File: src/hw/rtl/rpn_pkg.sv
// Shared types, codes and constants of the RPN character-stream calculator.
package rpn_pkg;

   localparam int STACK_DEPTH_DEF = 128;
   localparam int FRAC_BITS_DEF   = 16;
   localparam int WORD_BITS_DEF   = 48;

   localparam int CHAR_BITS       = 8;
   localparam int SLOT_INDEX_BITS = 7;
   localparam int QUEUE_DEPTH     = 4;

   localparam logic [CHAR_BITS-1:0] CH_NEWLINE = 8'h0A;
   localparam logic [CHAR_BITS-1:0] CH_SPACE   = 8'h20;
   localparam logic [CHAR_BITS-1:0] CH_BANG    = 8'h21;
   localparam logic [CHAR_BITS-1:0] CH_STAR    = 8'h2A;
   localparam logic [CHAR_BITS-1:0] CH_PLUS    = 8'h2B;
   localparam logic [CHAR_BITS-1:0] CH_MINUS   = 8'h2D;
   localparam logic [CHAR_BITS-1:0] CH_SLASH   = 8'h2F;
   localparam logic [CHAR_BITS-1:0] CH_ZERO    = 8'h30;
   localparam logic [CHAR_BITS-1:0] CH_NINE    = 8'h39;

   typedef logic [3:0] op_type;

   localparam op_type OP_OTHER   = 4'd0;
   localparam op_type OP_DIGIT   = 4'd1;
   localparam op_type OP_ADD     = 4'd2;
   localparam op_type OP_SUB     = 4'd3;
   localparam op_type OP_MUL     = 4'd4;
   localparam op_type OP_DIV     = 4'd5;
   localparam op_type OP_SPACE   = 4'd6;
   localparam op_type OP_NEWLINE = 4'd7;
   localparam op_type OP_HALT    = 4'd8;

   typedef struct packed {
      op_type     op;
      logic [3:0] digit;
   } cmd_type;

   typedef struct packed {
      logic start;
      logic is_div;
      logic neg;
   } md_cmd_type;

endpackage

File: src/hw/rtl/rpn_if.sv
// Valid/ready channel interfaces for character requests and result responses.
interface rpn_req_if;
   import rpn_pkg::*;

   logic                 valid;
   logic                 ready;
   logic [CHAR_BITS-1:0] char_code;

   modport source (output valid, output char_code, input ready);
   modport sink (input valid, input char_code, output ready);
endinterface


File: src/hw/rtl/rpn_front.sv
// Front end: accepts characters, classifies them into commands, drops input after halt.
module rpn_front (
   input  logic             clock,
   input  logic             reset,
   rpn_req_if.sink          req_port,
   output logic             push,
   output rpn_pkg::cmd_type push_cmd,
   input  logic             queue_full
);
   import rpn_pkg::*;

   logic halted_ff;
   logic halted_in;

   function automatic cmd_type classify(input logic [CHAR_BITS-1:0] c);
      cmd_type r;
      r.digit = 4'(c - CH_ZERO);
      r.op    = OP_OTHER;
      if (c >= CH_ZERO && c <= CH_NINE) begin
         r.op = OP_DIGIT;
      end else begin
         unique case (c)
            CH_PLUS:    r.op = OP_ADD;
            CH_MINUS:   r.op = OP_SUB;
            CH_STAR:    r.op = OP_MUL;
            CH_SLASH:   r.op = OP_DIV;
            CH_SPACE:   r.op = OP_SPACE;
            CH_NEWLINE: r.op = OP_NEWLINE;
            CH_BANG:    r.op = OP_HALT;
            default:    r.op = OP_OTHER;
         endcase
      end
      return r;
   endfunction

   assign req_port.ready = halted_ff || !queue_full;
   assign push_cmd       = classify(req_port.char_code);
   assign push           = req_port.valid && !halted_ff && !queue_full;
   assign halted_in      = halted_ff || (push && push_cmd.op == OP_HALT);

   always_ff @(posedge clock) begin
      if (reset) begin
         halted_ff <= 1'b0;
      end else begin
         halted_ff <= halted_in;
      end
   end

endmodule

File: src/flat_wrapper.sv
// flat-port wrapper written by rule: the top's interface ports become plain ports
module rpn_front_flat import rpn_pkg::*;
  (clock, reset, push, push_cmd, queue_full, req_port_valid, req_port_char_code, req_port_ready);
  rpn_req_if req_port_i ();
  input  logic clock;
  input  logic reset;
  output logic push;
  output rpn_pkg::cmd_type push_cmd;
  input  logic queue_full;
  input wire logic [$bits(req_port_i.valid)-1:0] req_port_valid;
  input wire logic [$bits(req_port_i.char_code)-1:0] req_port_char_code;
  output wire logic [$bits(req_port_i.ready)-1:0] req_port_ready;
  assign req_port_i.valid = req_port_valid;
  assign req_port_i.char_code = req_port_char_code;
  assign req_port_ready = req_port_i.ready;
  rpn_front u_core (.clock(clock), .reset(reset), .req_port(req_port_i), .push(push), .push_cmd(push_cmd), .queue_full(queue_full));
endmodule
File: config.mk
export PLATFORM = sky130hd
export DESIGN_NAME = rpn_front_flat
export DESIGN_NICKNAME = d
export VERILOG_FILES = /design/src/hw/rtl/rpn_pkg.sv /design/src/hw/rtl/rpn_if.sv /design/src/hw/rtl/rpn_front.sv /design/src/flat_wrapper.sv
export SDC_FILE = /design/constraint.sdc
export NUM_CORES = 1
export LEC_CHECK = 0
export ABC_AREA = 1
export BUFFER_PORTS_ARGS = -buffer_cell sky130_fd_sc_hd__clkbuf_2
export CAP_MARGIN = 5
export CORE_AREA = 2 2 39 41
export CTS_BUF_LIST = sky130_fd_sc_hd__clkbuf_4 sky130_fd_sc_hd__clkbuf_8
export DETAILED_ROUTE_END_ITERATION = 12
export DIE_AREA = 0 0 41 43
export HOLD_SLACK_MARGIN = 0.06
export PLACE_DENSITY = 0.5
export SLEW_MARGIN = 20
export SYNTH_ARGS = -nofsm -noshare
export SYNTH_HDL_FRONTEND = slang
export SYNTH_SLANG_ARGS = --single-unit
File: constraint.sdc
create_clock -name clock -period 2.05 [get_ports clock]
set_input_delay 0.1025 -clock clock [delete_from_list [all_inputs] [get_ports clock]]
set_output_delay 0.1025 -clock clock [all_outputs]
set_load 0.01 [all_outputs]
==> results.toml <==
[run_status]
outcome = "completed"

[run]
maxCapViolCount = 0

[sta]
setup_viol = 0
fin_skew_ps = 0
worst_pin_slew_ps = 177.7
hold_viol_final = 0
min_period_ps = 995.4
fmax_ghz = 1.005
final.setup.tns_ps = 0
slew_viol_final = 0
period_share_pct = 48.56
rsz0062_at_grt = "no"
maxSlewHeadroom_pct = 88.12

[setup_path]
worstPathRequired_ps = 1950
cp-start-kind = "input pin"
critPathKind = "input pin to primary output"
reg2reg_slack_ps = 1270
timing.rr.end = "u_core.halted_ff$_SDFF_PP0_"
r2r_cells = 5
path_max_fanout = 5
critical_path.top_delay_family = "simple AND/OR/NAND/NOR gates"
worstPathArrival_ps = 890
path_common_cell = "clkbuf_2"
slowest_delay_ps = 160
slowest_stage = "nor2_1"
path_buf_inv = 2
path_cells = "clkbuf_2 > nor2_4 > nand3_1 > nor2_1 > nand3b_1 > clkbuf_2"
r2r_start = "u_core.halted_ff$_SDFF_PP0_"
critPathCaptureType = "primary output"

[cells_and_area]
layout_common_cells = "21 x clkbuf_2, 10 x nand2_1, 7 x nor2_1, 6 x nand3_1, 5 x inv_1"
final_util_pct = 28.48
regArea_um2 = 20.02
layout.nets = 83
multiInputGateArea_um2 = 219.0
syn2layout_area_growth_pct = 31.80
drive_above_1_share_pct = 46.38
largest_register_ffs = 1
antenna_cells = 0
top_regs = "u_core.halted_ff (1)"
fillers = 161
layout_commonest_cell = "clkbuf_2"
top_register = "u_core.halted_ff"

[power]
intPower_w = 0.00004102
ir_drop_v = 0.00004181
switching_share_pct = 46.52
p_total_w = 0.00007670
switchingPower_w = 0.00003568
power_frac_clock_pct = 0
pwr-share-seq_pct = 25.9
p_leak_nw = 0.2228
p_comb_share_pct = 74.1
power_per_cell_area_nw_per_um2 = 194.6

[clock_tree]
hold_buffers = 0
postCtsSetupRepairBufs = 0
clkTransAtPathRegs_ps = 0
cts_resized = 0
clk_latency_ps = 0

[floorplan]
start_util_pct = 21.61
num_rows = 14
core-area_um2 = 1384
die_y_um = 43
dieArea_um2 = 1763
die_w_um = 41
ios = 22

[route]
num_vias = 376
drc = 0
drtIter0Drc = 13
drtAntennaViolNets = 0
wire_per_inst_um = 8.435
vias_per_cell = 4.424
drt-total-wl_um = 717
firstDrtPassIters = 5

[place]
port_buffers = 21
gp_congestion = 0.7668
place_hpwl_um = 629.1

[synth]
ys_seq_area_share_pct = 6.695
ys_seq_elements = 1
ys_types = 16
syn_nets = 64
yosys_warnings = 0
synth_cells = 52
avgSynthCellArea_um2 = 5.751
syn_area_um2 = 299.0

[worst_hold_path]
min_to = "u_core.halted_ff$_SDFF_PP0_"
hold_depth = 2
min-delay-start = "reset"
min_path_type = "input pin to flop"

[grt]
grt_overflow = 0
antenna_found_initial = 0
grt_usage_pct = 8.500
grt_pass1_vias = 297
grt_max_degree = 9
grt_pass1_wl_um = 1117
[metrics by stage]
stage	setup slack (ps)	hold slack (ps)	std cells	area, um^2
floorplan	1256	164.9	52	299.0
global placement	1032	264.8	85	394.1
detailed placement	1058	265.3	85	394.1
CTS	1054	265.9	85	394.1
global route	928.4	272.4	85	394.1
finish	1055	264.9	85	394.1
[worst register-to-register path, stage by stage (launching register included)]
cell and delay (ps):
dfxtp_1 280, inv_2 60, nand2_1 80, nor2_4 90, nand3_1 90, a21oi_2 110
[how the worst max path moves through the flow]
stage / from / end / slack [ps] / depth (start not counted)
after floorplan: u_core.halted_ff$_SDFF_PP0_ / u_core.halted_ff$_SDFF_PP0_ / 1260 / 5
after global placement: req_port_char_code[7] / push_cmd[6] / 1030 / 6
after detailed placement: req_port_char_code[7] / push_cmd[6] / 1060 / 6
after CTS: req_port_char_code[7] / push_cmd[6] / 1050 / 6
after global routing: req_port_char_code[7] / push_cmd[6] / 930 / 6
final: req_port_char_code[7] / push_cmd[6] / 1050 / 6
[power by group through the flow]
stage	logic [W]	registers, W	clock network [W]
after floorplan	0.0000331	0.0000199	0
after detailed placement	0.0000568	0.0000199	0
after global routing	0.0000630	0.0000199	0
final	0.0000568	0.0000199	0
after CTS	0.0000570	0.0000199	0
after global placement	0.0000571	0.0000199	0
[layout make-up]
type                            instances  share of cell area [%]
Inverter                                8                   7.619
Timing Repair Buffer                   21                   26.67
Tap cell                               16                   5.079
Multi-Input combinational cell         39                   55.56
Sequential cell                         1                   5.079
[metal layers]
metal | routed length (um) | up-vias | share of wire, % | track usage (%)
met5 | 0 | - | 0 | 0
met4 | 3 | 0 | 0.42 | 0.6667
met3 | 68 | 2 | 9.5 | 0.5236
met2 | 332 | 18 | 46 | 14.37
met1 | 312 | 158 | 44 | 11.75
li1 | - | 198 | - | -
[cells by family after synthesis]
kind of cell    Yosys count  synth area share (%)
simple gates             36                 66.95
compound gates            3                 6.277
flops                     1                 6.695
buf+inv                  12                 20.08
[synthesized netlist by cell type]
cell type	count	area, um^2
inv_2	3	11.26
nand2_1	10	37.54
buf_4	4	30.03
nor2_8	1	20.02
dfxtp_1	1	20.02
nor3_2	1	10.01
nand3b_1	1	7.510
a21oi_2	1	8.760
nand4_1	2	12.51
nor2_1	7	26.28
inv_1	5	18.77
nor2_4	2	22.52
nand2_2	3	18.77
nor3_1	3	15.01
nand3_1	6	30.03
o21ai_0	2	10.01
Power figures use the tool's default switching activity.
