<file path="config.mk">
export PLATFORM = sky130hd
export DESIGN_NAME = rpn_queue
export DESIGN_NICKNAME = d
export VERILOG_FILES = /design/src/hw/rtl/rpn_pkg.sv /design/src/hw/rtl/rpn_queue.sv
export SDC_FILE = /design/constraint.sdc
export NUM_CORES = 1
export LEC_CHECK = 0
export ABC_AREA = 1
export BUFFER_PORTS_ARGS = -buffer_cell sky130_fd_sc_hd__buf_2
export CORE_UTILIZATION = 56
export DETAILED_ROUTE_END_ITERATION = 12
export GPL_TIMING_DRIVEN = 0
export MAX_ROUTING_LAYER = met4
export PLACE_DENSITY = 0.78
export SLEW_MARGIN = 20
export SYNTH_ARGS = -nofsm -noshare
export SYNTH_HDL_FRONTEND = slang
export SYNTH_SLANG_ARGS = --single-unit
</file>
<file path="constraint.sdc">
create_clock -name clock -period 1.9 [get_ports clock]
set_input_delay 0.095 -clock clock [delete_from_list [all_inputs] [get_ports clock]]
set_output_delay 0.095 -clock clock [all_outputs]
set_load 0.1 [all_outputs]
</file>
<file path="src/hw/rtl/rpn_pkg.sv">
// Shared types, codes and constants of the RPN character-stream calculator.
package rpn_pkg;

   localparam int STACK_DEPTH_DEF = 128;
   localparam int FRAC_BITS_DEF   = 16;
   localparam int WORD_BITS_DEF   = 48;

   localparam int CHAR_BITS       = 8;
   localparam int SLOT_INDEX_BITS = 7;
   localparam int QUEUE_DEPTH     = 4;

   localparam logic [CHAR_BITS-1:0] CH_NEWLINE = 8'h0A;
   localparam logic [CHAR_BITS-1:0] CH_SPACE   = 8'h20;
   localparam logic [CHAR_BITS-1:0] CH_BANG    = 8'h21;
   localparam logic [CHAR_BITS-1:0] CH_STAR    = 8'h2A;
   localparam logic [CHAR_BITS-1:0] CH_PLUS    = 8'h2B;
   localparam logic [CHAR_BITS-1:0] CH_MINUS   = 8'h2D;
   localparam logic [CHAR_BITS-1:0] CH_SLASH   = 8'h2F;
   localparam logic [CHAR_BITS-1:0] CH_ZERO    = 8'h30;
   localparam logic [CHAR_BITS-1:0] CH_NINE    = 8'h39;

   typedef logic [3:0] op_type;

   localparam op_type OP_OTHER   = 4'd0;
   localparam op_type OP_DIGIT   = 4'd1;
   localparam op_type OP_ADD     = 4'd2;
   localparam op_type OP_SUB     = 4'd3;
   localparam op_type OP_MUL     = 4'd4;
   localparam op_type OP_DIV     = 4'd5;
   localparam op_type OP_SPACE   = 4'd6;
   localparam op_type OP_NEWLINE = 4'd7;
   localparam op_type OP_HALT    = 4'd8;

   typedef struct packed {
      op_type     op;
      logic [3:0] digit;
   } cmd_type;

   typedef struct packed {
      logic start;
      logic is_div;
      logic neg;
   } md_cmd_type;

endpackage

</file>
<file path="src/hw/rtl/rpn_queue.sv">
// Short command queue between the front end and the execution back end.
module rpn_queue (
   input  logic             clock,
   input  logic             reset,
   input  logic             push,
   input  rpn_pkg::cmd_type push_cmd,
   output logic             full,
   input  logic             pop,
   output rpn_pkg::cmd_type head,
   output logic             empty
);
   import rpn_pkg::*;

   localparam int QPW = $clog2(QUEUE_DEPTH);
   localparam int QCW = $clog2(QUEUE_DEPTH + 1);

   cmd_type          entry_ff [QUEUE_DEPTH];
   logic [QPW-1:0]   wr_ptr_ff;
   logic [QPW-1:0]   wr_ptr_in;
   logic [QPW-1:0]   rd_ptr_ff;
   logic [QPW-1:0]   rd_ptr_in;
   logic [QCW-1:0]   count_ff;
   logic [QCW-1:0]   count_in;
   logic             do_push;
   logic             do_pop;

   assign full    = count_ff == QCW'(QUEUE_DEPTH);
   assign empty   = count_ff == '0;
   assign head    = entry_ff[rd_ptr_ff];
   assign do_push = push && !full;
   assign do_pop  = pop && !empty;

   always_comb begin
      wr_ptr_in = wr_ptr_ff;
      rd_ptr_in = rd_ptr_ff;
      count_in  = count_ff;
      if (do_push) begin
         wr_ptr_in = (wr_ptr_ff == QPW'(QUEUE_DEPTH - 1)) ? '0 : wr_ptr_ff + QPW'(1);
      end
      if (do_pop) begin
         rd_ptr_in = (rd_ptr_ff == QPW'(QUEUE_DEPTH - 1)) ? '0 : rd_ptr_ff + QPW'(1);
      end
      if (do_push && !do_pop) begin
         count_in = count_ff + QCW'(1);
      end else if (do_pop && !do_push) begin
         count_in = count_ff - QCW'(1);
      end
   end

   always_ff @(posedge clock) begin
      if (reset) begin
         wr_ptr_ff <= '0;
         rd_ptr_ff <= '0;
         count_ff  <= '0;
      end else begin
         wr_ptr_ff <= wr_ptr_in;
         rd_ptr_ff <= rd_ptr_in;
         count_ff  <= count_in;
      end
   end

   always_ff @(posedge clock) begin
      if (do_push) begin
         entry_ff[wr_ptr_ff] <= push_cmd;
      end
   end

endmodule

</file>
==> results.txt <==
* Post-Synthesis Net Count: 166
* Global routing usage summed across all routing layers: 24.2%
* Period minus WS final: 1.79 ns
- Data on the critical path arrives at its endpoint at 2.05 ns.
* Data required time at the worst endpoint: 2.16 ns
- Count of placed standard cells including taps: 199
* Nets@finish: 205
- Number of enable flip-flop cells after synthesis: 32
- In this run the worst hold path is classified as in -> reg.
- TritonCTS built the clock tree.
- Setup repair after global routing left no endpoint under its margin.
- The initial utilization of the core area, before any placement, comes to 60.5%.
- Via count of the first global-routing pass: 1,185
- Port buffering added 21 buffers.
- After Yosys synthesis, XOR and XNOR cells account for 0.516% of the synthesized area.
* Slew Limit Headroom: 45.5%
- Total wirelength of the detailed-routed design: 3360 um
- Along the worst path, the maximum fanout reaches 5.
- Excluding fillers, the count of instances in the completed layout stands at 218.
- Measured on the finished design, the core utilization comes to 75.8%.
- Floorplan die width: 57.0 um
- Library cell occupying the most area in the post-synthesis netlist: sky130_fd_sc_hd__edfxtp_1
- Summed over all nets, the half-perimeter wirelength after detailed placement is 2100 um.
* Clock sinks: 41
- After technology mapping, the gate count stands at 147.
- DR vias: 1,168
- Complex-gate fraction of the synthesized area: 9.22%
- Summing the areas of all fa, ha and maj instances in the mapped netlist gives 5.60% of the synthesized area.
- Among all cell types in the netlist, the one instantiated most often is sky130_fd_sc_hd__nor2_1.
- Final slew viol count: 0
- Ratio of routed vias to standard cells: 5.36
- Area enclosed by the die boundary: 3250 um2
* Setup Total Neg Slack: 0 ns
* Category of the worst setup path capture point: flop
* Synthesis warning total: 0
- In this run the vertical extent of the chip is 57.0 um.
- In the post-synthesis netlist, the biggest area contributors are sky130_fd_sc_hd__edfxtp_1, sky130_fd_sc_hd__dfxtp_1, sky130_fd_sc_hd__nor2_1, sky130_fd_sc_hd__ha_1, sky130_fd_sc_hd__o21ai_0.
* Simple-gate share of the synthesized area: 12.1%
- Share of cell area taken by muxes after synthesis: 0%
- The clock tree synthesis step divided the H-tree into 2 levels.
- The number of antenna violations at the first check in global routing came to 0.
- The pre-antenna-repair detailed-routing pass consisted of 8 iterations.
- The tree is rooted in a sky130_fd_sc_hd__clkbuf_4.
* Clock buffer count from CTS: 5
- Largest family of logic cells by synthesized area: simple AND/OR/NAND/NOR gates
* Violations in the final reports: DRC
* Iteration-0 DRC Markers: 53
- In this run the core area contains 19 standard-cell rows.
- Ant. Diodes: 0
- Setup violations remaining at the end of the flow were counted as 0.
- Most numerous cell types in the synthesized netlist: sky130_fd_sc_hd__nor2_1, sky130_fd_sc_hd__edfxtp_1, sky130_fd_sc_hd__inv_1
- Counting flops and latches in the post-synthesis netlist gives 41.
- After detailed routing, the number of remaining DRC violations is 2.
- After synthesis, flip-flops and latches occupy 67.3% of the total area.
- The flow ran to the end, but the final reports show violations.
- Count of cell types in the netlist: 19
- Synth-to-layout area growth: 25.4%
- At the end of routability-driven placement, the weighted congestion stood at 0.679.
- Averaged over all synthesized cells, the footprint is 11.5 um2.
- Share of synthesized registers carrying an async set or reset: 0%
- The total count of hold-check failures in the final report was 0.
* Hold Worst Slack: 0.0318 ns
- Entering global routing, the biggest net connects 14 pins.
* Reg-to-reg slack, setup: 0.11 ns
- Proportion of layout cells with a drive suffix above 1: 28.9%
- The worst setup path is launched from a flop.
- Antenna Violating Nets Remaining: 0
- Across the run, the number of max-cap violations was 0.
- No sink is reached through more buffers than the 2 on the longest clock path.
- Yosys top cell area share: 56.6%
- The synthesized netlist occupies a cell area of 1700 um2.
* CORE AREA: 2810 um2
- Clk Latency, worst-skew pair: 0.35 ns
- Clock-pin slew was measured on the worst setup and hold paths at 0.12 ns.
- Based on the critical path, the design can be clocked at up to 558 MHz.
- Dividing the detail-routed wire length by the instance count gives 15.4 um.
- In this run the count of I/O pins placed on the die edge is 22.
- The total overflow left after global routing is 0.
* Class of the most critical setup path: reg -> reg
* First-pass GRT wire length: 5400 um
- Clock skew on the completed layout was measured at 0.00607 ns.
- The final critical path takes up 94.4% of the cycle.
* Most used flip-flop cell after synthesis: sky130_fd_sc_hd__edfxtp_1
- Worst Max-Slew Pin Slew: 0.815 ns
## path summary, 6_finish.rpt
check / startpoint / to / cells past startpoint
max: count_ff[1]$_SDFFE_PP0P_ / count_ff[1]$_SDFFE_PP0P_ / 9
max reg2reg: count_ff[1]$_SDFFE_PP0P_ / count_ff[1]$_SDFFE_PP0P_ / 9
min: push / wr_ptr_ff[1]$_SDFFE_PP0P_ / 3
min reg2reg: rd_ptr_ff[1]$_SDFFE_PP0P_ / flop / 2
## through the flow
stage	area (um2)	worst slack [ns]
2_1_floorplan	1750	0.210
3_3_place_gp	1890	0.115
3_5_place_dp	1890	0.0214
4_1_cts	2090	0.00452
5_1_grt	2130	0.000344
6_report	2130	0.106
## layer usage
layer	global-route usage [%]	routed length, um	part of all wire, %
met5	-	0	0
met3	4.76	123	3.7
met1	24.5	1240	37
met2	44.4	1900	57
met4	11.5	89	2.7
## kinds of logic (layout without fill, tap and decap cells)
| logic type | Yosys count | count (layout) |
|---|---|---|
| simple gates | 51 | 51 |
| fa+ha+maj | 7 | 7 |
| xor+xnor | 1 | 1 |
| buf+inv | 20 | 60 |
| compound gates | 27 | 27 |
| flops | 41 | 41 |
## timing repair
action | 4_1_cts | 5_1_grt
resized for setup | 6 | 11
endpoints found under the setup margin | 6 | 5
endpoints found under the hold margin | 33 | 0
hold buffers | 9 | 0
pin swaps | 0 | 1
setup buffers | 0 | 2
## state kept, by name, summed over array words and instances (netlist names), named ones only
register	cells
entry_ff	32
count_ff	3
wr_ptr_ff	2
rd_ptr_ff	2
## area by class of cell
type,count,area [um2]
flip-flops and latches,41,1140
fillers,203,678
multi-input cells,86,531
repair buffers,32,230
clock buffers,7,87.6
inverters,18,67.6
well taps,31,38.8
plain buffers,2,22.5
clock inverters,1,5.00
## cell usage in the layout (no fill, tap or decap)
master,instances
sky130_fd_sc_hd__nand2_1,10
sky130_fd_sc_hd__a21oi_1,2
sky130_fd_sc_hd__nand3b_1,2
sky130_fd_sc_hd__dfxtp_2,3
sky130_fd_sc_hd__edfxtp_1,32
sky130_fd_sc_hd__inv_2,2
sky130_fd_sc_hd__o21ai_2,3
sky130_fd_sc_hd__o22ai_2,8
sky130_fd_sc_hd__ha_1,6
sky130_fd_sc_hd__buf_6,2
sky130_fd_sc_hd__o21ai_0,13
sky130_fd_sc_hd__nand2_2,4
sky130_fd_sc_hd__clkbuf_16,2
sky130_fd_sc_hd__nand4_1,1
sky130_fd_sc_hd__nand3_1,1
sky130_fd_sc_hd__buf_4,8
sky130_fd_sc_hd__dfxtp_1,6
sky130_fd_sc_hd__buf_2,13
sky130_fd_sc_hd__xor2_1,1
sky130_fd_sc_hd__clkbuf_4,7
sky130_fd_sc_hd__fa_1,1
sky130_fd_sc_hd__nor2_1,32
sky130_fd_sc_hd__dlygate4sd3_1,9
sky130_fd_sc_hd__o21ai_1,1
sky130_fd_sc_hd__inv_1,16
sky130_fd_sc_hd__nor2_4,1
sky130_fd_sc_hd__clkinv_2,1
## worst max-delay path, cell delays in order, from the launching register on
cell and delay (ns):
sky130_fd_sc_hd__dfxtp_2 0.37, sky130_fd_sc_hd__nor2_4 0.13, sky130_fd_sc_hd__nand2_2 0.09, sky130_fd_sc_hd__nand2_2 0.12, sky130_fd_sc_hd__inv_1 0.06, sky130_fd_sc_hd__ha_1 0.20, sky130_fd_sc_hd__inv_1 0.09, sky130_fd_sc_hd__fa_1 0.41
sky130_fd_sc_hd__o21ai_0 0.17, sky130_fd_sc_hd__nor2_1 0.05
Power is left out: the tool's default activity adds up to more than one toggle a clock period on the data nets, which glitch-free logic cannot reach.
