File: src/hw/rtl/rpn_pkg.sv
// Shared types, codes and constants of the RPN character-stream calculator.
package rpn_pkg;

   localparam int STACK_DEPTH_DEF = 128;
   localparam int FRAC_BITS_DEF   = 16;
   localparam int WORD_BITS_DEF   = 48;

   localparam int CHAR_BITS       = 8;
   localparam int SLOT_INDEX_BITS = 7;
   localparam int QUEUE_DEPTH     = 4;

   localparam logic [CHAR_BITS-1:0] CH_NEWLINE = 8'h0A;
   localparam logic [CHAR_BITS-1:0] CH_SPACE   = 8'h20;
   localparam logic [CHAR_BITS-1:0] CH_BANG    = 8'h21;
   localparam logic [CHAR_BITS-1:0] CH_STAR    = 8'h2A;
   localparam logic [CHAR_BITS-1:0] CH_PLUS    = 8'h2B;
   localparam logic [CHAR_BITS-1:0] CH_MINUS   = 8'h2D;
   localparam logic [CHAR_BITS-1:0] CH_SLASH   = 8'h2F;
   localparam logic [CHAR_BITS-1:0] CH_ZERO    = 8'h30;
   localparam logic [CHAR_BITS-1:0] CH_NINE    = 8'h39;

   typedef logic [3:0] op_type;

   localparam op_type OP_OTHER   = 4'd0;
   localparam op_type OP_DIGIT   = 4'd1;
   localparam op_type OP_ADD     = 4'd2;
   localparam op_type OP_SUB     = 4'd3;
   localparam op_type OP_MUL     = 4'd4;
   localparam op_type OP_DIV     = 4'd5;
   localparam op_type OP_SPACE   = 4'd6;
   localparam op_type OP_NEWLINE = 4'd7;
   localparam op_type OP_HALT    = 4'd8;

   typedef struct packed {
      op_type     op;
      logic [3:0] digit;
   } cmd_type;

   typedef struct packed {
      logic start;
      logic is_div;
      logic neg;
   } md_cmd_type;

endpackage

File: src/hw/rtl/rpn_muldiv.sv
// Iterative shift-add multiplier and restoring divider on magnitudes, with saturation.
module rpn_muldiv #(
   parameter int FRAC_BITS = rpn_pkg::FRAC_BITS_DEF,
   parameter int WORD_BITS = rpn_pkg::WORD_BITS_DEF
) (
   input  logic                 clock,
   input  logic                 reset,
   input  rpn_pkg::md_cmd_type  md_cmd,
   input  logic [WORD_BITS-1:0] md_a,
   input  logic [WORD_BITS-1:0] md_b,
   output logic                 done,
   output logic                 sat,
   output logic [WORD_BITS-1:0] res
);
   import rpn_pkg::*;

   localparam int NW    = WORD_BITS + FRAC_BITS;
   localparam int PRODW = 2 * WORD_BITS;
   localparam int MW    = (PRODW > NW) ? PRODW : NW;
   localparam int CW    = $clog2(NW + 1);

   localparam logic [MW-1:0] POS_LIM = (MW'(1) << (WORD_BITS - 1)) - MW'(1);
   localparam logic [MW-1:0] NEG_LIM = MW'(1) << (WORD_BITS - 1);
   localparam logic [WORD_BITS-1:0] WMAX = {1'b0, {(WORD_BITS - 1){1'b1}}};
   localparam logic [WORD_BITS-1:0] WMIN = {1'b1, {(WORD_BITS - 1){1'b0}}};

   localparam logic [1:0] U_IDLE = 2'd0;
   localparam logic [1:0] U_RUN  = 2'd1;
   localparam logic [1:0] U_FIN  = 2'd2;

   logic [1:0]           ustate_ff;
   logic [1:0]           ustate_in;
   logic [CW-1:0]        cnt_ff;
   logic [CW-1:0]        cnt_in;
   logic                 is_div_ff;
   logic                 is_div_in;
   logic                 neg_ff;
   logic                 neg_in;
   logic [WORD_BITS-1:0] opd_ff;
   logic [WORD_BITS-1:0] opd_in;
   logic [WORD_BITS-1:0] hi_ff;
   logic [WORD_BITS-1:0] hi_in;
   logic [WORD_BITS-1:0] lo_ff;
   logic [WORD_BITS-1:0] lo_in;
   logic [NW-1:0]        num_ff;
   logic [NW-1:0]        num_in;
   logic [WORD_BITS-1:0] rem_ff;
   logic [WORD_BITS-1:0] rem_in;
   logic                 done_ff;
   logic                 done_in;
   logic                 sat_ff;
   logic                 sat_in;
   logic [WORD_BITS-1:0] res_ff;
   logic [WORD_BITS-1:0] res_in;

   logic [WORD_BITS:0]   msum;
   logic [WORD_BITS:0]   dtry;
   logic [WORD_BITS:0]   dsub;
   logic                 dge;
   logic [PRODW-1:0]     prod;
   logic [MW-1:0]        mag;
   logic                 mag_sat;

   assign done = done_ff;
   assign sat  = sat_ff;
   assign res  = res_ff;

   assign msum = {1'b0, hi_ff} + (lo_ff[0] ? {1'b0, opd_ff} : '0);
   assign dtry = {rem_ff, num_ff[NW-1]};
   assign dge  = dtry >= {1'b0, opd_ff};
   assign dsub = dtry - {1'b0, opd_ff};
   assign prod = {hi_ff, lo_ff};
   assign mag  = is_div_ff ? MW'(num_ff) : MW'(prod >> FRAC_BITS);
   assign mag_sat = neg_ff ? (mag > NEG_LIM) : (mag > POS_LIM);

   always_comb begin
      ustate_in = ustate_ff;
      cnt_in    = cnt_ff;
      is_div_in = is_div_ff;
      neg_in    = neg_ff;
      opd_in    = opd_ff;
      hi_in     = hi_ff;
      lo_in     = lo_ff;
      num_in    = num_ff;
      rem_in    = rem_ff;
      done_in   = 1'b0;
      sat_in    = sat_ff;
      res_in    = res_ff;
      unique case (ustate_ff)
         U_IDLE: begin
            if (md_cmd.start) begin
               is_div_in = md_cmd.is_div;
               neg_in    = md_cmd.neg;
               hi_in     = '0;
               rem_in    = '0;
               if (md_cmd.is_div) begin
                  opd_in = md_b;
                  num_in = NW'(md_a) << FRAC_BITS;
                  cnt_in = CW'(NW);
               end else begin
                  opd_in = md_a;
                  lo_in  = md_b;
                  cnt_in = CW'(WORD_BITS);
               end
               ustate_in = U_RUN;
            end
         end
         U_RUN: begin
            if (is_div_ff) begin
               rem_in = dge ? dsub[WORD_BITS-1:0] : dtry[WORD_BITS-1:0];
               num_in = {num_ff[NW-2:0], dge};
            end else begin
               hi_in = msum[WORD_BITS:1];
               lo_in = {msum[0], lo_ff[WORD_BITS-1:1]};
            end
            cnt_in = cnt_ff - CW'(1);
            if (cnt_ff == CW'(1)) begin
               ustate_in = U_FIN;
            end
         end
         U_FIN: begin
            sat_in = mag_sat;
            if (mag_sat) begin
               res_in = neg_ff ? WMIN : WMAX;
            end else begin
               res_in = neg_ff ? -mag[WORD_BITS-1:0] : mag[WORD_BITS-1:0];
            end
            done_in   = 1'b1;
            ustate_in = U_IDLE;
         end
         default: ustate_in = U_IDLE;
      endcase
   end

   always_ff @(posedge clock) begin
      if (reset) begin
         ustate_ff <= U_IDLE;
         done_ff   <= 1'b0;
      end else begin
         ustate_ff <= ustate_in;
         done_ff   <= done_in;
      end
   end

   always_ff @(posedge clock) begin
      cnt_ff    <= cnt_in;
      is_div_ff <= is_div_in;
      neg_ff    <= neg_in;
      opd_ff    <= opd_in;
      hi_ff     <= hi_in;
      lo_ff     <= lo_in;
      num_ff    <= num_in;
      rem_ff    <= rem_in;
      sat_ff    <= sat_in;
      res_ff    <= res_in;
   end

endmodule

File: config.mk
export PLATFORM = sky130hd
export DESIGN_NAME = rpn_muldiv
export DESIGN_NICKNAME = d
export VERILOG_FILES = /design/src/hw/rtl/rpn_pkg.sv /design/src/hw/rtl/rpn_muldiv.sv
export SDC_FILE = /design/constraint.sdc
export NUM_CORES = 1
export LEC_CHECK = 0
export ABC_CLOCK_PERIOD_IN_PS = 23200
export BUFFER_PORTS_ARGS = -buffer_cell sky130_fd_sc_hd__clkbuf_2
export CORE_MARGIN = 1.5
export CORE_UTILIZATION = 30
export DETAILED_ROUTE_END_ITERATION = 10
export PLACE_DENSITY = 0.57
export SLEW_MARGIN = 20
export SYNTH_ARGS = -nofsm -noshare
export SYNTH_HDL_FRONTEND = slang
export SYNTH_SLANG_ARGS = --single-unit
File: constraint.sdc
create_clock -name clock -period 23.2 [get_ports clock]
set_input_delay 4.64 -clock clock [delete_from_list [all_inputs] [get_ports clock]]
set_output_delay 4.64 -clock clock [all_outputs]
set_load 0.01 [all_outputs]
==> run summary, run 1 <==
Status = finished, final reports clean
Via density = 5.31
Relative max-transition margin = 31.4%
Worst-path clk slew = 0.06 ns
Initial Utilization = 30.4%
Total core area = 70300 um2
Cell repeated most along the worst path = buf_4
Synth warnings = 0
Ports = 151
P_sw = 611 uW
Max-Cap Viols = 0
Crit Path Category = in2reg
Row count = 97
CP bufs+invs = 3
CTS tree = done
Post-layout min period = 6.34 ns
Initial DRC count = 1503
P_int = 1230 uW
Actual slew at the worst max-slew pin = 1.02 ns
Hold EP = lo_ff[1]$_DFFE_PP_
Final setup violation count = 0
R2r setup slk = 18.21 ns
TNS Setup = 0 ns
CP top delay family = buffers and inverters
Skew final = 0.0190 ns
Post-cts resize count = 0
Initial antenna violation count = 0
DIE WIDTH = 270 um
Worst path required time = 23.41 ns
Worst skew pair latency = 0.58 ns
Mapped cell area = 21400 um2
Cells after Synth = 2285
Max-slew violation count = 0
Syn avg cell area = 9.36 um2
Nets = 2578
Fraction of layout cells with a size suffix above 1 = 12.5%
Largest area contributor in the netlist = edfxtp_1
Post-CTS Hold Fix Bufs = 0
Antenna-violating nets left = 0
Crit path from = md_cmd[2]
Area delta synth->final = 13.7%
Combinational share of power = 26.8%
Die ar. = 72900 um2
Clock power share = 32.8%
DR pass1 iterations = 7
Hold Path Class = reg2reg
Largest net degree at the start of global routing = 143
Crit path DAT = 6.55 ns
Fraction of registers with async set/reset = 0%
Synth cell types = 76
Sequential share of the synthesized area = 44.4%
RSZ-0062 raised after global routing = false
Die Ht = 270 um
Top cell type's share of synthesized area = 44.1%
H-tree Lvls = 2
Final wirelength = 69000 um
Vias in the first global route = 16976
Largest cells by area after synthesis = edfxtp_1 44%, nand2_1 7.4%, ha_1 5.8%
Fillers = 7158
Endpoints failing hold = 0
Leak = 0.0103 uW
GP Congestion = 0.921
Post-synthesis net count = 2487
CTS Buf Count = 37
Post-synth EDFFs = 314
DR DRC count = 0
Post-synth top cells = 423 x nand2_1, 314 x edfxtp_1, 174 x nor2_1, 157 x a21oi_1, 104 x a21o_1
Port-buffer cells = 150
Hold_sp = lo_ff[2]$_DFFE_PP_
Crit-path max cell delay = 0.58 ns
DR WL/cell = 20.6 um
Most common cell in the netlist = nand2_1
Crit Reg-Reg Endpoint = res[31]$_DFFE_PP_
Peak supply drop = 0.0542 mV
Sequential cell area = 9490 um2
DR vias = 17746
Post-DP HPWL = 52200 um
Worst Path Max Fanout = 49
Reg2reg start = is_div_ff$_DFFE_PP_
Root Buffer Master = clkbuf_16
FMAX = 158 MHz
Post-CTS Setup Bufs = 0
First-pass GRT wire length = 103000 um
All-Layer GR Usage = 18.4%
Sw Share = 33.2%
CTS Buffer Depth = 3
Multi-input logic area = 11200 um2
Yosys reg bits = 317
Power consumption = 1840 uW
Reg power frac = 40.5%
CP max-delay cell = buf_4
PD cells = 75.6 nW/um2
Crit path cell chain = clkbuf_2 > nand2_1 > o21ai_4 > buf_4 > a21boi_4 > buf_4
Worst hold path stage count = 2
Final period utilization = 27.3%
Overflow after GRT = 0
Dominant synthesized flop cell = edfxtp_1
CTS sink cnt = 317
Reg2Reg Depth = 13
Critical Path Sink Type = flop
Critical path startpoint category = primary input
## metal layers
layer	up-vias	part of all wire [%]	global-route usage [%]	routed length (um)
li1	8479	-	-	-
met1	8569	44	24.5	30600
met2	609	46	29.8	31600
met3	89	7.3	3.97	5060
met4	0	2.5	5.20	1750
met5	-	0	0	0
## cell families (layout without fill, tap and decap cells)
kind of cell,Yosys count,in the layout,synth area share (%)
AND/OR/NAND/NOR,925,925,20.0
AO/OA/AOI/OAI,517,517,15.5
flip-flops,317,317,44.4
buffers and inverters,194,311,3.50
multiplexers,144,144,7.03
adder cells (fa/ha/maj),101,101,5.98
XOR/XNOR,87,87,3.56
other,0,2,0
## final cells by class
cell class                      instances  share of cell area (%)
Clock inverter                         23                    1.12
Sequential cell                       317                    39.0
Multi-Input combinational cell       1774                    46.2
Clock buffer                           42                    3.89
Tap cell                              940                    4.84
Timing Repair Buffer                  169                    3.73
Inverter                               77                    1.19
Antenna cell                            2                  0.0206
## placed cells by master, fill, tap and decap left out, types with 70 or more instances in the layout
cell type    n
edfxtp_1   314
nor2_1     173
mux2i_1     95
a21o_1     104
and2_1      76
clkbuf_2   150
inv_1       75
nand2_1    422
a21oi_1    157
o21ai_0     70
ha_1        99
## stage by stage
step	cells	setup WS [ns]	hold WS, ns	area [um2]	utilization, %
after floorplan	2285	12.56	0.484	21400	-
after global placement	3277	16.00	0.497	23100	32.8
after detailed placement	3277	15.94	0.496	23100	32.8
after CTS	3342	16.55	0.515	24300	34.6
after global routing	3342	16.75	0.539	24300	34.6
final	3344	16.86	0.511	24300	34.6
## power by group through the flow
stage / combinational, uW / clock (uW) / sequential, uW
after floorplan: 362 / 0 / 735
after global placement: 478 / 0 / 753
after detailed placement: 486 / 0 / 754
after CTS: 488 / 616 / 743
after global routing: 545 / 634 / 749
final: 492 / 602 / 744
## flip-flops by register name, summed over array words and instances, names as in the netlist
register / flops
neg_ff: 1
ustate_ff: 2
opd_ff: 48
rem_ff: 48
is_div_ff: 1
hi_ff: 48
cnt_ff: 7
done: 1
sat: 1
lo_ff: 48
res: 48
num_ff: 64
## tightest hold or removal path, cell delays in order, from the launching register on
cell	delay (ns)
edfxtp_1	0.32
nand2_1	0.05
nand2_1	0.04
## how the worst max path moves through the flow
stage / end / slack, ns / cells after the start
2_1_floorplan: lo_ff[0]$_DFFE_PP_ / 12.56 / 3
3_3_place_gp: num_ff[39]$_DFFE_PP_ / 16.00 / 4
3_5_place_dp: num_ff[42]$_DFFE_PP_ / 15.94 / 4
4_1_cts: num_ff[34]$_DFFE_PP_ / 16.55 / 4
5_1_grt: lo_ff[28]$_DFFE_PP_ / 16.75 / 6
6_report: lo_ff[8]$_DFFE_PP_ / 16.86 / 6
Power figures use the tool's default switching activity.
==> run 2, diff against run 1 <==
- ABC_CLOCK_PERIOD_IN_PS: 23200 -> 6200
- clock period: 23.2 -> 6.2 ns (I/O delays scaled with it)
==> run 2 against run 1 <==
Final area increased by 0.16%. Via count increased by 0.97%. Worst hold slack improved by 0.0099 ns. Clock skew increased by 0.026 ns. Die area unchanged. Combinational power increased to 3.8 times the previous value. Cell count about the same.
==> run summary, run 2 (synthesis gave the netlist of run 1 again) <==
Area delta synth->final = 13.9% (was 13.7%)
Crit Path Category = reg2reg (was in2reg)
Initial Utilization = 30.4% (unchanged)
ANT cells = 0 (was 2)
Post-layout min period = 4.69 ns
Status = finished, final reports clean (unchanged)
Worst Path Max Fanout = 89 (was 49)
Row count = 97 (unchanged)
Largest net degree at the start of global routing = 90 (was 143)
Worst-path clk slew = 0.06 ns (about the same)
Relative max-transition margin = 28.6% (was 31.4%)
Actual slew at the worst max-slew pin = 1.07 ns (was 1.02 ns)
Antenna-violating nets left = 0 (unchanged)
DR pass1 iterations = 5 (was 7)
DR DRC count = 0 (unchanged)
Initial DRC count = 1625 (was 1503)
Post-CTS Setup Bufs = 0 (unchanged)
Root Buffer Master = clkbuf_16 (unchanged)
Cell total after placement = 3277 (unchanged)
Post-CTS Hold Fix Bufs = 0 (unchanged)
Initial antenna violation count = 3 (was 0)
Nets = 2580 (was 2578)
CTS Buf Count = 39 (was 37)
Total core area = 70300 um2 (unchanged)
Critical path startpoint category = flop (was primary input)
Overflow after GRT = 0 (unchanged)
Most frequent cells in the layout = 422 x nand2_1, 314 x edfxtp_1, 173 x nor2_1, 157 x a21oi_1, 150 x clkbuf_2 (unchanged)
Skew final = 0.0446 ns (was 0.0190 ns)
PD cells = 286 nW/um2 (was 75.6 nW/um2)
Max reg flops = 64 (unchanged)
DR WL/cell = 20.9 um (was 20.6 um)
Leak = 0.0103 uW (about the same)
DIE WIDTH = 270 um (unchanged)
Layout Utilization = 34.6% (about the same)
Worst skew pair latency = 0.60 ns (was 0.58 ns)
TNS Setup = 0 ns (unchanged)
First-pass GRT wire length = 106000 um (was 103000 um)
Via density = 5.36 (was 5.31)
DR vias = 17918 (was 17746)
Crit path DAT = 5.12 ns (was 6.55 ns)
Max-Cap Viols = 0 (unchanged)
H-tree Lvls = 2 (unchanged)
CTS sink cnt = 317 (unchanged)
Die ar. = 72900 um2 (unchanged)
Vias in the first global route = 17195 (was 16976)
Post-cts resize count = 0 (unchanged)
Final period utilization = 75.7%
FMAX = 213 MHz
Post-DP Area = 23100 um2 (about the same)
CTS Buffer Depth = 3 (unchanged)
Port-buffer cells = 150 (unchanged)
Worst path required time = 6.63 ns (was 23.41 ns)
Cell area after layout = 24300 um2 (about the same)
Final setup violation count = 0 (unchanged)
CTS tree = done (unchanged)
Peak supply drop = 0.178 mV (was 0.0542 mV)
Max-slew violation count = 0 (unchanged)
Hold Path Class = reg2reg (unchanged)
Top Metal Used = met5 (was met4)
Total length of routed met2 wires = 30900 um (was 31600 um)
Most flops, register = num_ff (unchanged)
All-Layer GR Usage = 18.8% (was 18.4%)
Met3 Wirelength = 5560 um (was 5060 um)
Wl on met1 = 31800 um (was 30600 um)
Post-DP HPWL = 53300 um (was 52200 um)
Final wirelength = 70100 um (was 69000 um)
GP Congestion = 0.928 (was 0.921)
Die Ht = 270 um (unchanged)
Fraction of layout cells with a size suffix above 1 = 12.7% (was 12.5%)
Leading cell type in the layout, fill and taps excluded = nand2_1 (unchanged)
Critical Path Sink Type = flop (unchanged)
Final std cells w/o fill = 3345 (was 3344)
Ports = 151 (unchanged)
Endpoints failing hold = 0 (unchanged)
RSZ-0062 raised after global routing = false (unchanged)
-- run 2: changes by cell type in the layout (fill, tap and decap cells not counted) --
| cell | change |
|---|---|
| clkbuf_1 | +1 |
| clkbuf_16 | +2 |
| clkinv_1 | -3 |
| clkinv_2 | +4 |
| clkinv_4 | -1 |
| clkinv_8 | -1 |
| diode_2 | -2 |
| inv_16 | +1 |
| o31a_2 | +1 |
| o31a_4 | -1 |
| o31ai_1 | +1 |
| o31ai_2 | -1 |
-- run 2: per-stage QoR --
step                total power, uW  setup slack [ns]  hold WS, ns
floorplan                      4100             0.557        0.484
global placement               4630              1.68        0.504
detailed placement             4640              1.67        0.504
CTS                            6990              1.64        0.521
global route                   7310              1.21        0.552
finish                         6970              1.51        0.521
-- run 2: layer usage --
| metal | GRT usage, % | up-vias |
|---|---|---|
| met3 | 4.20 | 82 |
| met1 | 26.2 | 8717 |
| met2 | 28.9 | 630 |
| met4 | 5.28 | 4 |
| met5 | 0 | - |
| li1 | - | 8485 |
-- run 2: worst max-delay path, stage by stage, from the launching register on --
cell and delay [ns]:
edfxtp_1 0.89, buf_12 0.43, nor3b_1 0.73, nand3_1 0.18
nor4_1 0.58, a21oi_1 0.35, nor2_2 0.63, inv_2 0.27
o21ai_1 0.17, a21boi_1 0.20
-- run 2: cell type report --
class                           count  area [um2]
Fill cell                        7155       45900
Multi-Input combinational cell   1774       11200
Sequential cell                   317        9490
Tap cell                          940        1180
Clock buffer                       45         998
Timing Repair Buffer              169         906
Inverter                           77         289
Clock inverter                     23         277
-- run 2: worst paths after layout --
check	from	endpoint	slack, ns	depth (start not counted)
worst max-delay path	is_div_ff$_DFFE_PP_	res[31]$_DFFE_PP_	1.51	9
worst min-delay path	lo_ff[8]$_DFFE_PP_	lo_ff[7]$_DFFE_PP_	0.52	2
worst max register to register	is_div_ff$_DFFE_PP_	res[31]$_DFFE_PP_	1.51	9
worst min register to register	lo_ff[8]$_DFFE_PP_	lo_ff[7]$_DFFE_PP_	0.52	2
-- run 2: power breakdown --
part / switching, uW / leakage [uW] / total, uW / internal, uW
combinational: 1150 / 0.00662 / 1850 / 693
clock: 1000 / 0.000607 / 2340 / 1340
sequential: 163 / 0.00306 / 2780 / 2620
total: 2320 / 0.0103 / 6970 / 4650
==> run 3, diff against run 2 <==
- ABC_CLOCK_PERIOD_IN_PS: 6200 -> 4420
- clock period: 6.2 -> 4.42 ns (I/O delays scaled with it)
==> run 3 against run 2 <==
Final area rose by 0.51%. Fmax rose by 14%. Non-clock buffer count rose by 9. Total power rose by 40%. Die area did not move. Register-to-register slack got worse by 1.2 ns. Critical endpoint is now hi_ff[44]$_SDFFCE_PN0P_. Highest routed layer unchanged.
==> run summary, run 3 (synthesis gave the netlist of run 1 again) <==
Die Ht = 270 um (unchanged)
Hold Path Class = reg2reg (unchanged)
Reg2Reg Depth = 11 (was 9)
Largest net degree at the start of global routing = 130 (was 90)
H-tree Lvls = 2 (unchanged)
Crit path DAT = 4.43 ns (was 5.12 ns)
Power consumption = 9730 uW (was 6970 uW)
Leak = 0.0103 uW (about the same)
Initial DRC count = 1465 (was 1625)
Max reg flops = 64 (unchanged)
CTS Buf Count = 38 (was 39)
Crit Path Category = reg2reg (unchanged)
Worst-path clk slew = 0.06 ns (about the same)
CTS tree = done (unchanged)
CP bufs+invs = 1 (was 2)
Leading cell type in the layout, fill and taps excluded = nand2_1 (unchanged)
Overflow after GRT = 0 (unchanged)
Die ar. = 72900 um2 (unchanged)
RSZ-0062 raised after global routing = false (unchanged)
Critical path startpoint category = flop (unchanged)
DR WL/cell = 21.3 um (was 20.9 um)
Relative max-transition margin = 22.3% (was 28.6%)
Skew final = 0.0295 ns (was 0.0446 ns)
Most frequent cells in the layout = 422 x nand2_1, 314 x edfxtp_1, 173 x nor2_1, 157 x a21oi_1, 149 x clkbuf_2 (was 422 x nand2_1, 314 x edfxtp_1, 173 x nor2_1, 157 x a21oi_1, 150 x clkbuf_2)
DR vias = 17989 (was 17918)
Post-CTS Setup Bufs = 0 (unchanged)
Ports = 151 (unchanged)
Wl on met1 = 32600 um (was 31800 um)
Fraction of layout cells with a size suffix above 1 = 13.0% (was 12.7%)
GP Congestion = 0.931 (was 0.928)
CP max-delay cell = edfxtp_1 (unchanged)
Worst path required time = 4.74 ns (was 6.63 ns)
Row count = 97 (unchanged)
Hold_sp = lo_ff[6]$_DFFE_PP_ (was lo_ff[8]$_DFFE_PP_)
Post-cts resize count = 0 (unchanged)
Final setup violation count = 0 (unchanged)
Most flops, register = num_ff (unchanged)
Crit path cell chain = and2_1 > ha_1 > a21o_1 > or4b_2 > o21ai_1 > buf_4 > a211oi_1 > o311ai_0 > nand2b_1 > a31oi_1 > mux2i_1 (was buf_12 > nor3b_1 > nand3_1 > nor4_1 > a21oi_1 > nor2_2 > inv_2 > o21ai_1 > a21boi_1)
CP top delay family = simple AND/OR/NAND/NOR gates (unchanged)
Top Metal Used = met5 (unchanged)
PD cells = 398 nW/um2 (was 286 nW/um2)
Final period utilization = 93.1% (was 75.7%)
First-pass GRT wire length = 106000 um (about the same)
Vias in the first global route = 17311 (was 17195)
DIE WIDTH = 270 um (unchanged)
Initial Utilization = 30.4% (unchanged)
All-Layer GR Usage = 19.0% (was 18.8%)
CTS sink cnt = 317 (unchanged)
Peak supply drop = 0.258 mV (was 0.178 mV)
R2r setup slk = 0.31 ns (was 1.51 ns)
Status = finished, final reports clean (unchanged)
Reg2reg start = lo_ff[0]$_DFFE_PP_ (was is_div_ff$_DFFE_PP_)
FMAX = 243 MHz (was 213 MHz)
Port-buffer cells = 150 (unchanged)
Area delta synth->final = 14.4% (was 13.9%)
Actual slew at the worst max-slew pin = 1.17 ns (was 1.07 ns)
TNS Setup = 0 ns (unchanged)
Crit-path max cell delay = 0.67 ns (was 0.89 ns)
Critical Path Sink Type = flop (unchanged)
Crit Reg-Reg Endpoint = hi_ff[44]$_SDFFCE_PN0P_ (was res[31]$_DFFE_PP_)
Total length of routed met2 wires = 31700 um (was 30900 um)
Nets = 2589 (was 2580)
Endpoints failing hold = 0 (unchanged)
Max-slew violation count = 0 (unchanged)
Initial antenna violation count = 4 (was 3)
Antenna-violating nets left = 0 (unchanged)
Post-DP HPWL = 54000 um (was 53300 um)
Final wirelength = 71600 um (was 70100 um)
Worst skew pair latency = 0.58 ns (was 0.60 ns)
Via density = 5.36 (about the same)
Max-Cap Viols = 0 (unchanged)
DR pass1 iterations = 6 (was 5)
Post-CTS Hold Fix Bufs = 0 (unchanged)
DR DRC count = 0 (unchanged)
Met3 Wirelength = 4840 um (was 5560 um)
Worst hold path stage count = 2 (unchanged)
Root Buffer Master = clkbuf_16 (unchanged)
Total core area = 70300 um2 (unchanged)
CTS Buffer Depth = 3 (unchanged)
Hold EP = lo_ff[5]$_DFFE_PP_ (was lo_ff[7]$_DFFE_PP_)
Worst Path Max Fanout = 20 (was 89)
Post-layout min period = 4.11 ns (was 4.69 ns)
-- run 3: where the power goes --
| group | switching (uW) | leakage (uW) | total, uW | internal (uW) |
|---|---|---|---|---|
| sequential | 247 | 0.00306 | 3920 | 3680 |
| combinational | 1630 | 0.00670 | 2620 | 997 |
| clock | 1410 | 0.000583 | 3180 | 1770 |
-- run 3: per-layer routing --
layer  vias up  GRT usage, %
met2       593          29.7
li1       8480             -
met1      8792          26.0
met5         -             0
met3       118          4.01
met4         6          6.22
-- run 3: cell type report --
cell class / count / area (um2)
clock inverter: 25 / 256
timing repair buffer: 178 / 1060
sequential: 317 / 9490
tap: 940 / 1180
antenna: 1 / 2.50
fill: 7242 / 45800
clock buffer: 43 / 970
inverter: 77 / 289
multi-input combinational: 1775 / 11200
-- run 3: how the worst max path moves through the flow --
stage                               from                       end  slack, ns  cells past startpoint
finish                lo_ff[0]$_DFFE_PP_   hi_ff[44]$_SDFFCE_PN0P_       0.31                     11
global route        opd_ff[17]$_DFFE_PP_  rem_ff[40]$_SDFFCE_PN0P_       0.06                     12
CTS                 opd_ff[17]$_DFFE_PP_  rem_ff[40]$_SDFFCE_PN0P_       0.20                     12
detailed placement  opd_ff[17]$_DFFE_PP_  rem_ff[40]$_SDFFCE_PN0P_       0.28                     12
global placement    opd_ff[17]$_DFFE_PP_  rem_ff[40]$_SDFFCE_PN0P_       0.34                     12
floorplan            is_div_ff$_DFFE_PP_   num_ff[0]$_SDFFCE_PN0P_       0.03                     10
-- run 3: stage by stage --
stage | std cells | utilization (%) | worst slack (ns) | area, um2 | hold slack, ns
finish | 3356 | 34.8 | 0.305 | 24500 | 0.515
CTS | 3354 | 34.8 | 0.202 | 24500 | 0.485
global route | 3355 | 34.8 | 0.0604 | 24500 | 0.497
floorplan | 2285 | - | 0.0251 | 21400 | 0.484
detailed placement | 3286 | 33.1 | 0.282 | 23200 | 0.505
global placement | 3286 | 33.1 | 0.338 | 23200 | 0.496
-- run 3: worst reg2reg max path, stage by stage, from the launching register on --
cell and delay [ns]:
edfxtp_1 0.67, and2_1 0.40, ha_1 0.37, a21o_1 0.23, or4b_2 0.63, o21ai_1 0.16, buf_4 0.17, a211oi_1 0.13
o311ai_0 0.42, nand2b_1 0.25, a31oi_1 0.31, mux2i_1 0.11
